**src/rtl/btfd_pkg.sv**
```systemverilog
// Shared types and constants for the battery telemetry frame decoder.
// No dependencies; every other file of the block imports this package.
package btfd_pkg;

	localparam int unsigned FRAME_LEN = 30;
	localparam int unsigned XOR_LEN   = 28;

	localparam logic [4:0] CNT_FRAME = 5'd30;
	localparam logic [4:0] CNT_XOR   = 5'd28;
	localparam logic [4:0] CNT_MAX   = 5'd31;

	localparam logic [7:0] BYTE_HEADER = 8'hFB;
	localparam logic [7:0] BYTE_TYPE   = 8'h01;
	localparam logic [7:0] BYTE_LEN    = 8'h19;
	localparam logic [7:0] BYTE_TAIL   = 8'hFD;

	// status codes
	localparam logic [3:0] ST_OK        = 4'd0;
	localparam logic [3:0] ST_LENGTH    = 4'd1;
	localparam logic [3:0] ST_HEADER    = 4'd2;
	localparam logic [3:0] ST_TYPE      = 4'd3;
	localparam logic [3:0] ST_LENBYTE   = 4'd4;
	localparam logic [3:0] ST_TAIL      = 4'd5;
	localparam logic [3:0] ST_XOR       = 4'd6;
	localparam logic [3:0] ST_STATE     = 4'd7;
	localparam logic [3:0] ST_P_VOLT    = 4'd8;
	localparam logic [3:0] ST_P_CURR    = 4'd9;
	localparam logic [3:0] ST_P_SOC     = 4'd10;
	localparam logic [3:0] ST_P_SOH     = 4'd11;
	localparam logic [3:0] ST_P_MOS     = 4'd12;
	localparam logic [3:0] ST_P_ENV     = 4'd13;
	localparam logic [3:0] ST_LIM_VOLT  = 4'd14;
	localparam logic [3:0] ST_LIM_OTHER = 4'd15;

	// register indexes
	localparam logic [2:0] REG_BIG_ENDIAN = 3'd0;
	localparam logic [2:0] REG_MIN_VOLT   = 3'd1;
	localparam logic [2:0] REG_MAX_VOLT   = 3'd2;
	localparam logic [2:0] REG_MAX_CURR   = 3'd3;
	localparam logic [2:0] REG_MIN_TEMP   = 3'd4;
	localparam logic [2:0] REG_MAX_TEMP   = 3'd5;

	// fixed plausibility bounds
	localparam logic [31:0]        VOLT_LO  = 32'd5000;
	localparam logic [31:0]        VOLT_HI  = 32'd100000;
	localparam logic [31:0]        CURR_HI  = 32'd500000;
	localparam logic [15:0]        SOC_HI   = 16'd1000;
	localparam logic [7:0]         SOH_HI   = 8'd100;
	localparam logic [7:0]         CS_HI    = 8'd2;
	localparam logic [7:0]         CS_CHG   = 8'd1;
	localparam logic signed [15:0] TEMP_LO  = -16'sd600;
	localparam logic signed [15:0] TEMP_HI  = 16'sd1500;

	typedef logic [FRAME_LEN-1:0][7:0] frame_t;

	typedef struct packed {
		logic               big_endian;
		logic [16:0]        min_voltage_mv;
		logic [16:0]        max_voltage_mv;
		logic [18:0]        max_abs_current_ma;
		logic signed [11:0] min_temp_tenths;
		logic signed [11:0] max_temp_tenths;
	} cfg_t;

	typedef struct packed {
		logic       valid;
		logic [4:0] count;
		logic [7:0] xsum;
	} pend_t;

	typedef struct packed {
		logic [3:0]  status;
		logic [16:0] voltage_mv;
		logic [19:0] current_ma;
		logic [9:0]  soc_tenths;
		logic [6:0]  health_pct;
		logic [1:0]  charge_state;
		logic [11:0] mos_temp_tenths;
		logic [11:0] env_temp_tenths;
		logic [31:0] warning_word;
		logic [31:0] protection_word;
		logic        charging;
		logic        fault;
	} result_t;

endpackage

```
**src/rtl/battery_telemetry_frame_decoder_core.sv**
```systemverilog
// Top level of the battery telemetry frame decoder: configuration registers,
// stream handshake and result register. Depends on btfd_pkg, btfd_capture, btfd_eval.
//
// channel  | dir | beat                         | payload
// s_axis   | in  | s_axis_tvalid & s_axis_tready | tdata: data_byte; tlast: last_byte
// m_axis   | out | m_axis_tvalid & m_axis_tready | tuser: status; tdata: decoded fields
// cfg      | in  | cfg_valid & cfg_ready         | cfg_index, cfg_data
//
// One byte is taken per cycle unless input stalls. A last byte puts the
// frame in a check stage, whose combinational check loads the result register
// as the stage advances. The check stage holds while the result register is
// full and not taken, and input then stalls. Reset clears the
// counter, the XOR, both stage valids and loads the register defaults.
module battery_telemetry_frame_decoder_core (
	input  logic          clk,
	input  logic          arst_n,
	input  logic          s_axis_tvalid,
	output logic          s_axis_tready,
	input  logic [7:0]    s_axis_tdata,   // [7:0] data_byte
	input  logic          s_axis_tlast,
	output logic          m_axis_tvalid,
	input  logic          m_axis_tready,
	output logic [151:0]  m_axis_tdata,   // [16:0] voltage_mv, [36:17] current_ma,
	                                      // [46:37] soc_tenths, [53:47] health_pct,
	                                      // [55:54] charge_state, [67:56] mos_temp_tenths,
	                                      // [79:68] env_temp_tenths, [111:80] warning_word,
	                                      // [143:112] protection_word, [144] charging,
	                                      // [145] fault, [151:146] zero
	output logic [3:0]    m_axis_tuser,   // [3:0] status
	input  logic          cfg_valid,
	output logic          cfg_ready,
	input  logic [2:0]    cfg_index,
	input  logic [18:0]   cfg_data
);
	import btfd_pkg::*;

	cfg_t    cfg_q;
	frame_t  frame;
	pend_t   pend;
	result_t result;
	result_t out_q;
	logic    out_valid_q;
	logic    advance;
	logic    beat;

	assign cfg_ready     = 1'b1;
	assign advance       = !out_valid_q || m_axis_tready;
	assign s_axis_tready = !pend.valid || advance;
	assign beat          = s_axis_tvalid && s_axis_tready;

	always_ff @(posedge clk or negedge arst_n) begin
		if (!arst_n) begin
			cfg_q.big_endian         <= 1'b1;
			cfg_q.min_voltage_mv     <= 17'd15000;
			cfg_q.max_voltage_mv     <= 17'd35000;
			cfg_q.max_abs_current_ma <= 19'd200000;
			cfg_q.min_temp_tenths    <= -12'sd400;
			cfg_q.max_temp_tenths    <= 12'sd1000;
		end else if (cfg_valid) begin
			unique case (cfg_index)
				REG_BIG_ENDIAN: cfg_q.big_endian         <= cfg_data[0];
				REG_MIN_VOLT:   cfg_q.min_voltage_mv     <= cfg_data[16:0];
				REG_MAX_VOLT:   cfg_q.max_voltage_mv     <= cfg_data[16:0];
				REG_MAX_CURR:   cfg_q.max_abs_current_ma <= cfg_data[18:0];
				REG_MIN_TEMP:   cfg_q.min_temp_tenths    <= $signed(cfg_data[11:0]);
				REG_MAX_TEMP:   cfg_q.max_temp_tenths    <= $signed(cfg_data[11:0]);
				default: ;
			endcase
		end
	end

	btfd_capture u_capture (
		.clk       (clk),
		.arst_n    (arst_n),
		.beat      (beat),
		.data_byte (s_axis_tdata),
		.last_byte (s_axis_tlast),
		.advance   (advance),
		.frame     (frame),
		.pend      (pend)
	);

	btfd_eval u_eval (
		.frame  (frame),
		.pend   (pend),
		.cfg    (cfg_q),
		.result (result)
	);

	always_ff @(posedge clk or negedge arst_n) begin
		if (!arst_n) begin
			out_valid_q <= 1'b0;
		end else if (advance) begin
			out_valid_q <= pend.valid;
		end
	end

	always_ff @(posedge clk) begin
		if (advance && pend.valid) begin
			out_q <= result;
		end
	end

	assign m_axis_tvalid = out_valid_q;
	assign m_axis_tuser  = out_q.status;
	assign m_axis_tdata  = {6'd0, out_q.fault, out_q.charging, out_q.protection_word,
			out_q.warning_word, out_q.env_temp_tenths, out_q.mos_temp_tenths,
			out_q.charge_state, out_q.health_pct, out_q.soc_tenths,
			out_q.current_ma, out_q.voltage_mv};

endmodule

```
**src/rtl/btfd_capture.sv**
```systemverilog
// Byte capture: byte counter, running XOR, frame byte store and the stage
// that holds a finished frame for checking. Depends on btfd_pkg.
module btfd_capture (
	input  logic             clk,
	input  logic             arst_n,
	input  logic             beat,
	input  logic [7:0]       data_byte,
	input  logic             last_byte,
	input  logic             advance,
	output btfd_pkg::frame_t frame,
	output btfd_pkg::pend_t  pend
);
	import btfd_pkg::*;

	logic [4:0] count_q;
	logic [7:0] xsum_q;
	logic [7:0] store_q [FRAME_LEN];
	pend_t      pend_s1;
	logic [4:0] count_next;
	logic [7:0] xsum_next;

	always_comb begin
		count_next = (count_q == CNT_MAX) ? CNT_MAX : count_q + 5'd1;
		xsum_next  = (count_q < CNT_XOR) ? (xsum_q ^ data_byte) : xsum_q;
	end

	always_ff @(posedge clk or negedge arst_n) begin
		if (!arst_n) begin
			count_q <= '0;
			xsum_q  <= '0;
		end else if (beat) begin
			if (last_byte) begin
				count_q <= '0;
				xsum_q  <= '0;
			end else begin
				count_q <= count_next;
				xsum_q  <= xsum_next;
			end
		end
	end

	always_ff @(posedge clk) begin
		if (beat && (count_q < CNT_FRAME)) begin
			store_q[count_q] <= data_byte;
		end
	end

	always_ff @(posedge clk or negedge arst_n) begin
		if (!arst_n) begin
			pend_s1 <= '0;
		end else if (beat && last_byte) begin
			pend_s1.valid <= 1'b1;
			pend_s1.count <= count_next;
			pend_s1.xsum  <= xsum_next;
		end else if (advance) begin
			pend_s1.valid <= 1'b0;
		end
	end

	always_comb begin
		for (int i = 0; i < FRAME_LEN; i++) begin
			frame[i] = store_q[i];
		end
	end

	assign pend = pend_s1;

endmodule

```
**src/rtl/btfd_eval.sv**
```systemverilog
// Frame check and field decode: framing checks, endian decode, plausibility
// and configured limits, in one pass. Depends on btfd_pkg.
module btfd_eval (
	input  btfd_pkg::frame_t  frame,
	input  btfd_pkg::pend_t   pend,
	input  btfd_pkg::cfg_t    cfg,
	output btfd_pkg::result_t result
);
	import btfd_pkg::*;

	function automatic logic [15:0] get16(input logic [7:0] b0, input logic [7:0] b1,
			input logic big);
		return big ? {b0, b1} : {b1, b0};
	endfunction

	function automatic logic [31:0] get32(input logic [7:0] b0, input logic [7:0] b1,
			input logic [7:0] b2, input logic [7:0] b3, input logic big);
		return big ? {b0, b1, b2, b3} : {b3, b2, b1, b0};
	endfunction

	logic               big;
	logic [31:0]        volt;
	logic [31:0]        cur;
	logic [31:0]        acur;
	logic [15:0]        soc;
	logic [7:0]         soh;
	logic [7:0]         cs;
	logic signed [15:0] tm;
	logic signed [15:0] te;
	logic [31:0]        warn;
	logic [31:0]        prot;
	logic signed [15:0] tmin;
	logic signed [15:0] tmax;
	logic [3:0]         status;

	always_comb begin
		big  = cfg.big_endian;
		volt = get32(frame[3], frame[4], frame[5], frame[6], big);
		cur  = get32(frame[7], frame[8], frame[9], frame[10], big);
		acur = cur[31] ? (32'd0 - cur) : cur;
		soc  = get16(frame[11], frame[12], big);
		soh  = frame[13];
		cs   = frame[14];
		tm   = $signed(get16(frame[15], frame[16], big));
		te   = $signed(get16(frame[17], frame[18], big));
		warn = {get16(frame[19], frame[20], big), get16(frame[21], frame[22], big)};
		prot = {get16(frame[23], frame[24], big), get16(frame[25], frame[26], big)};
		tmin = {{4{cfg.min_temp_tenths[11]}}, cfg.min_temp_tenths};
		tmax = {{4{cfg.max_temp_tenths[11]}}, cfg.max_temp_tenths};

		if (pend.count != CNT_FRAME)                       status = ST_LENGTH;
		else if (frame[0] != BYTE_HEADER)                  status = ST_HEADER;
		else if (frame[1] != BYTE_TYPE)                    status = ST_TYPE;
		else if (frame[2] != BYTE_LEN)                     status = ST_LENBYTE;
		else if (frame[29] != BYTE_TAIL)                   status = ST_TAIL;
		else if (pend.xsum != frame[28])                   status = ST_XOR;
		else if (cs > CS_HI)                               status = ST_STATE;
		else if (volt < VOLT_LO || volt > VOLT_HI)         status = ST_P_VOLT;
		else if (acur > CURR_HI)                           status = ST_P_CURR;
		else if (soc > SOC_HI)                             status = ST_P_SOC;
		else if (soh > SOH_HI)                             status = ST_P_SOH;
		else if (tm < TEMP_LO || tm > TEMP_HI)             status = ST_P_MOS;
		else if (te < TEMP_LO || te > TEMP_HI)             status = ST_P_ENV;
		else if (volt < {15'd0, cfg.min_voltage_mv} ||
				volt > {15'd0, cfg.max_voltage_mv})         status = ST_LIM_VOLT;
		else if (acur > {13'd0, cfg.max_abs_current_ma} ||
				tm < tmin || tm > tmax || te < tmin || te > tmax)
			status = ST_LIM_OTHER;
		else                                               status = ST_OK;

		result = '0;
		result.status = status;
		if (status == ST_OK) begin
			result.voltage_mv      = volt[16:0];
			result.current_ma      = cur[19:0];
			result.soc_tenths      = soc[9:0];
			result.health_pct      = soh[6:0];
			result.charge_state    = cs[1:0];
			result.mos_temp_tenths = tm[11:0];
			result.env_temp_tenths = te[11:0];
			result.warning_word    = warn;
			result.protection_word = prot;
			result.charging        = (cs == CS_CHG) && (prot == 32'd0);
			result.fault           = (warn != 32'd0) || (prot != 32'd0);
		end
	end

endmodule

```
**config.mk**
```make
export PLATFORM = sky130hd
export DESIGN_NAME = battery_telemetry_frame_decoder_core
export DESIGN_NICKNAME = d
export VERILOG_FILES = /design/src/rtl/btfd_pkg.sv /design/src/rtl/battery_telemetry_frame_decoder_core.sv /design/src/rtl/btfd_capture.sv /design/src/rtl/btfd_eval.sv
export SDC_FILE = /design/constraint.sdc
export NUM_CORES = 1
export LEC_CHECK = 0
export BUFFER_PORTS_ARGS = -buffer_cell sky130_fd_sc_hd__buf_2
export CORE_MARGIN = 2
export CORE_UTILIZATION = 45
export DETAILED_ROUTE_END_ITERATION = 6
export MAX_ROUTING_LAYER = met4
export SLEW_MARGIN = 20
export SYNTH_ARGS = -nofsm -noshare
export SYNTH_HDL_FRONTEND = slang
export SYNTH_HIERARCHICAL = 1
export SYNTH_SLANG_ARGS = --single-unit
```
**constraint.sdc**
```tcl
create_clock -name clk -period 7.5 [get_ports clk]
set_input_delay 0.75 -clock clk [delete_from_list [all_inputs] [get_ports clk]]
set_output_delay 0.75 -clock clk [all_outputs]
set_load 0.005 [all_outputs]
```
==> qor.yml <==
outcome:
  outcome: "finished, final reports clean"
timing:
  fin_tns_setup_ns: 0
  post-route-period-util_pct: 90.1
  timing.final.setup_violations: 0
  max_freq_ghz: 0.148
  count_of_pins_over_their_slew_limit: 0
  period_minus_slack_ns: 6.76
  rsz0062_at_grt: "no"
  worst_clock_skew_ns: 0.0497
  hold_viol: 0
  timing.max_slew.rel_slack_pct: 24.9
  worst_pin_slew_ns: 1.12
  hold_ws_ns: 0.148
power:
  leakagePower_nw: 10.6
  ir_drop_mv: 0.155
  power.density_nw_per_um2: 256
worst_setup_path:
  crit_path_end_kind: "flop"
  worstReg2RegStart: "cfg_q[77]"
  critPathMaxFanout: 127
  worstPathArrival_ns: 7.05
  r2r_end: "m_axis_tdata[11]"
  reg2reg_setup_slack_ns: 0.74
  worst-endpoint-required_ns: 7.80
  r2r_cells: 17
  timing.setup.critical_path_class: "reg2reg"
  setup.worst_path.start_class: "flop"
drt:
  detailroute.wirelength.met2_mm: 30.2
  routed-wl-met3_mm: 3.62
  mean_number_of_vias_per_cell: 5.80
  route.detailed.wl_per_inst_um: 22.4
  routed.top_layer: "met4"
  ant_nets: 0
  detail_route.iter0.violations: 1124
  drt_pass1_iterations: 5
  drt-total-wl_mm: 63.2
  route.vias.total: 16400
  metal_1_wl_mm: 28.2
  drc: 0
floorplanning:
  fp.dieW_um: 237
  boundaryPins: 195
  initial_utilization_pct: 45.5
  die_y_um: 237
  num_rows: 85
  core_region_area_um2: 53700
  die-area_um2: 56200
logic_synthesis:
  synthCells: 1915
  synthesis.area_per_instance_um2: 12.8
  synthesis.area_um2: 24400
  yosys_warnings: 6
cts:
  post_cts_resized: 0
  source_to_sink_clock_delay_at_the_later_pin_of_the_worst_skew_pair_ns: 0.62
  htreeDepth: 2
  cts_num_sinks: 488
  tritoncts: "yes"
  number_of_buffers_created_by_cts: 52
  ctsRootBufferMaster: "sky130_fd_sc_hd__clkbuf_16"
  post-cts-setup-buffer-count: 0
  cts.path.max_buffers: 3
  clk_pin_slew_worst_paths_ns: 0.06
  holdBufCountCts: 0
placement:
  gpl.final_weighted_congestion: 0.896
  place.detailed.hpwl_mm: 43.8
  numPortBuffers: 187
final_layout:
  multi_input_area_um2: 9260
  num-fill-cells: 4680
  area.growth.synth_to_final_pct: 12.7
  nets: 2239
  share_of_cells_above_drive_strength_1_pct: 20.8
  regArea_um2: 14200
global_route:
  grt_first_pass_wirelength_mm: 96.1
  track_usage_pct: 23.0
  antenna_found_initial: 4
  via_count_of_the_first_global_routing_pass: 16200
  overflow: 0
  grt_start_max_net_pins: 128
worst_hold_path:
  holdCritPathClass: "in2async"
flow_run:
  timing.max_cap.violations: 0
==> sequential cells by signal, indices dropped and copies added, names as in the netlist <==
name               flops
u_capture/count_q      5
m_axis_tvalid          1
u_capture/xsum_q       8
u_capture/pend        14
m_axis_tdata         146
m_axis_tuser           4
cfg_q                 78
u_capture/store_q    232
==> how the worst max path moves through the flow <==
stage	startpoint	to	slack, ns	depth (start not counted)
global placement	cfg_q[77]	m_axis_tdata[24]	1.09	17
floorplan	cfg_q[77]	m_axis_tdata[53]	0.74	26
CTS	cfg_q[77]	m_axis_tdata[11]	0.75	17
finish	cfg_q[77]	m_axis_tdata[11]	0.74	17
global route	cfg_q[77]	m_axis_tdata[11]	0.28	17
detailed placement	cfg_q[77]	m_axis_tdata[46]	0.79	17
==> stage by stage <==
stage               instance area [um2]  setup slack [ns]  utilization (%)  power (mW)  instances
floorplan                         24500             0.743                -        4.20       1920
global placement                  25800              1.09             48.1        4.55       2725
detailed placement                25800             0.793             48.1        4.59       2725
CTS                               27500             0.754             51.2        7.12       2822
global route                      27500             0.277             51.3        7.39       2823
finish                            27500             0.744             51.3        7.06       2824
==> cell usage in the layout, fill, tap and decap left out, types with 31 or more instances in the layout <==
| cell type | count |
|---|---|
| sky130_fd_sc_hd__nor2_1 | 92 |
| sky130_fd_sc_hd__nand2_1 | 50 |
| sky130_fd_sc_hd__mux2_2 | 84 |
| sky130_fd_sc_hd__clkbuf_16 | 52 |
| sky130_fd_sc_hd__nor3b_1 | 34 |
| sky130_fd_sc_hd__a21oi_1 | 59 |
| sky130_fd_sc_hd__buf_2 | 186 |
| sky130_fd_sc_hd__a21o_1 | 31 |
| sky130_fd_sc_hd__nor4_1 | 40 |
| sky130_fd_sc_hd__nor3_1 | 154 |
| sky130_fd_sc_hd__o21ai_0 | 41 |
| sky130_fd_sc_hd__inv_1 | 120 |
| sky130_fd_sc_hd__edfxtp_1 | 382 |
| sky130_fd_sc_hd__ha_1 | 119 |
| sky130_fd_sc_hd__nand3_1 | 38 |
| sky130_fd_sc_hd__dfstp_2 | 31 |
| sky130_fd_sc_hd__dfrtp_1 | 74 |
| sky130_fd_sc_hd__mux2i_1 | 131 |
==> critical path, stage by stage, from the launching register on <==
cell and delay, ns:
sky130_fd_sc_hd__dfstp_4 1.09, sky130_fd_sc_hd__or3b_1 0.41, sky130_fd_sc_hd__a222oi_1 0.67, sky130_fd_sc_hd__o211ai_1 0.36, sky130_fd_sc_hd__o21ai_0 0.31, sky130_fd_sc_hd__xor2_1 0.13
sky130_fd_sc_hd__ha_1 0.33, sky130_fd_sc_hd__nand3_1 0.09, sky130_fd_sc_hd__or2_2 0.32, sky130_fd_sc_hd__nor4_1 0.36, sky130_fd_sc_hd__a21boi_0 0.22, sky130_fd_sc_hd__o31ai_1 0.14
sky130_fd_sc_hd__o2111ai_1 0.17, sky130_fd_sc_hd__nor4_1 0.13, sky130_fd_sc_hd__or4_1 0.55, sky130_fd_sc_hd__or3b_4 0.43, sky130_fd_sc_hd__buf_12 0.49, sky130_fd_sc_hd__nor3b_1 0.14
==> report_power, final <==
group          internal, mW  total [mW]  switching, mW
Clock                  1.43        2.51           1.09
Sequential             3.13        3.25          0.118
Combinational         0.555        1.30          0.743
Total                  5.12        7.06           1.95
==> metal layers <==
layer | up-vias | track usage [%]
met5 | - | -
met4 | 0 | 6.19
met3 | 77 | 2.91
met2 | 502 | 36.8
met1 | 8172 | 31.0
li1 | 7631 | -
==> area by class of cell <==
type	instances	share of cell area, %
well taps	696	3.16
diodes	1	0.00909
inverters	120	1.64
multi-input cells	1216	33.6
flip-flops and latches	488	51.4
repair buffers	206	4.08
clock inverters	31	1.12
clock buffers	66	4.92
(Power assumes the default switching activity.)
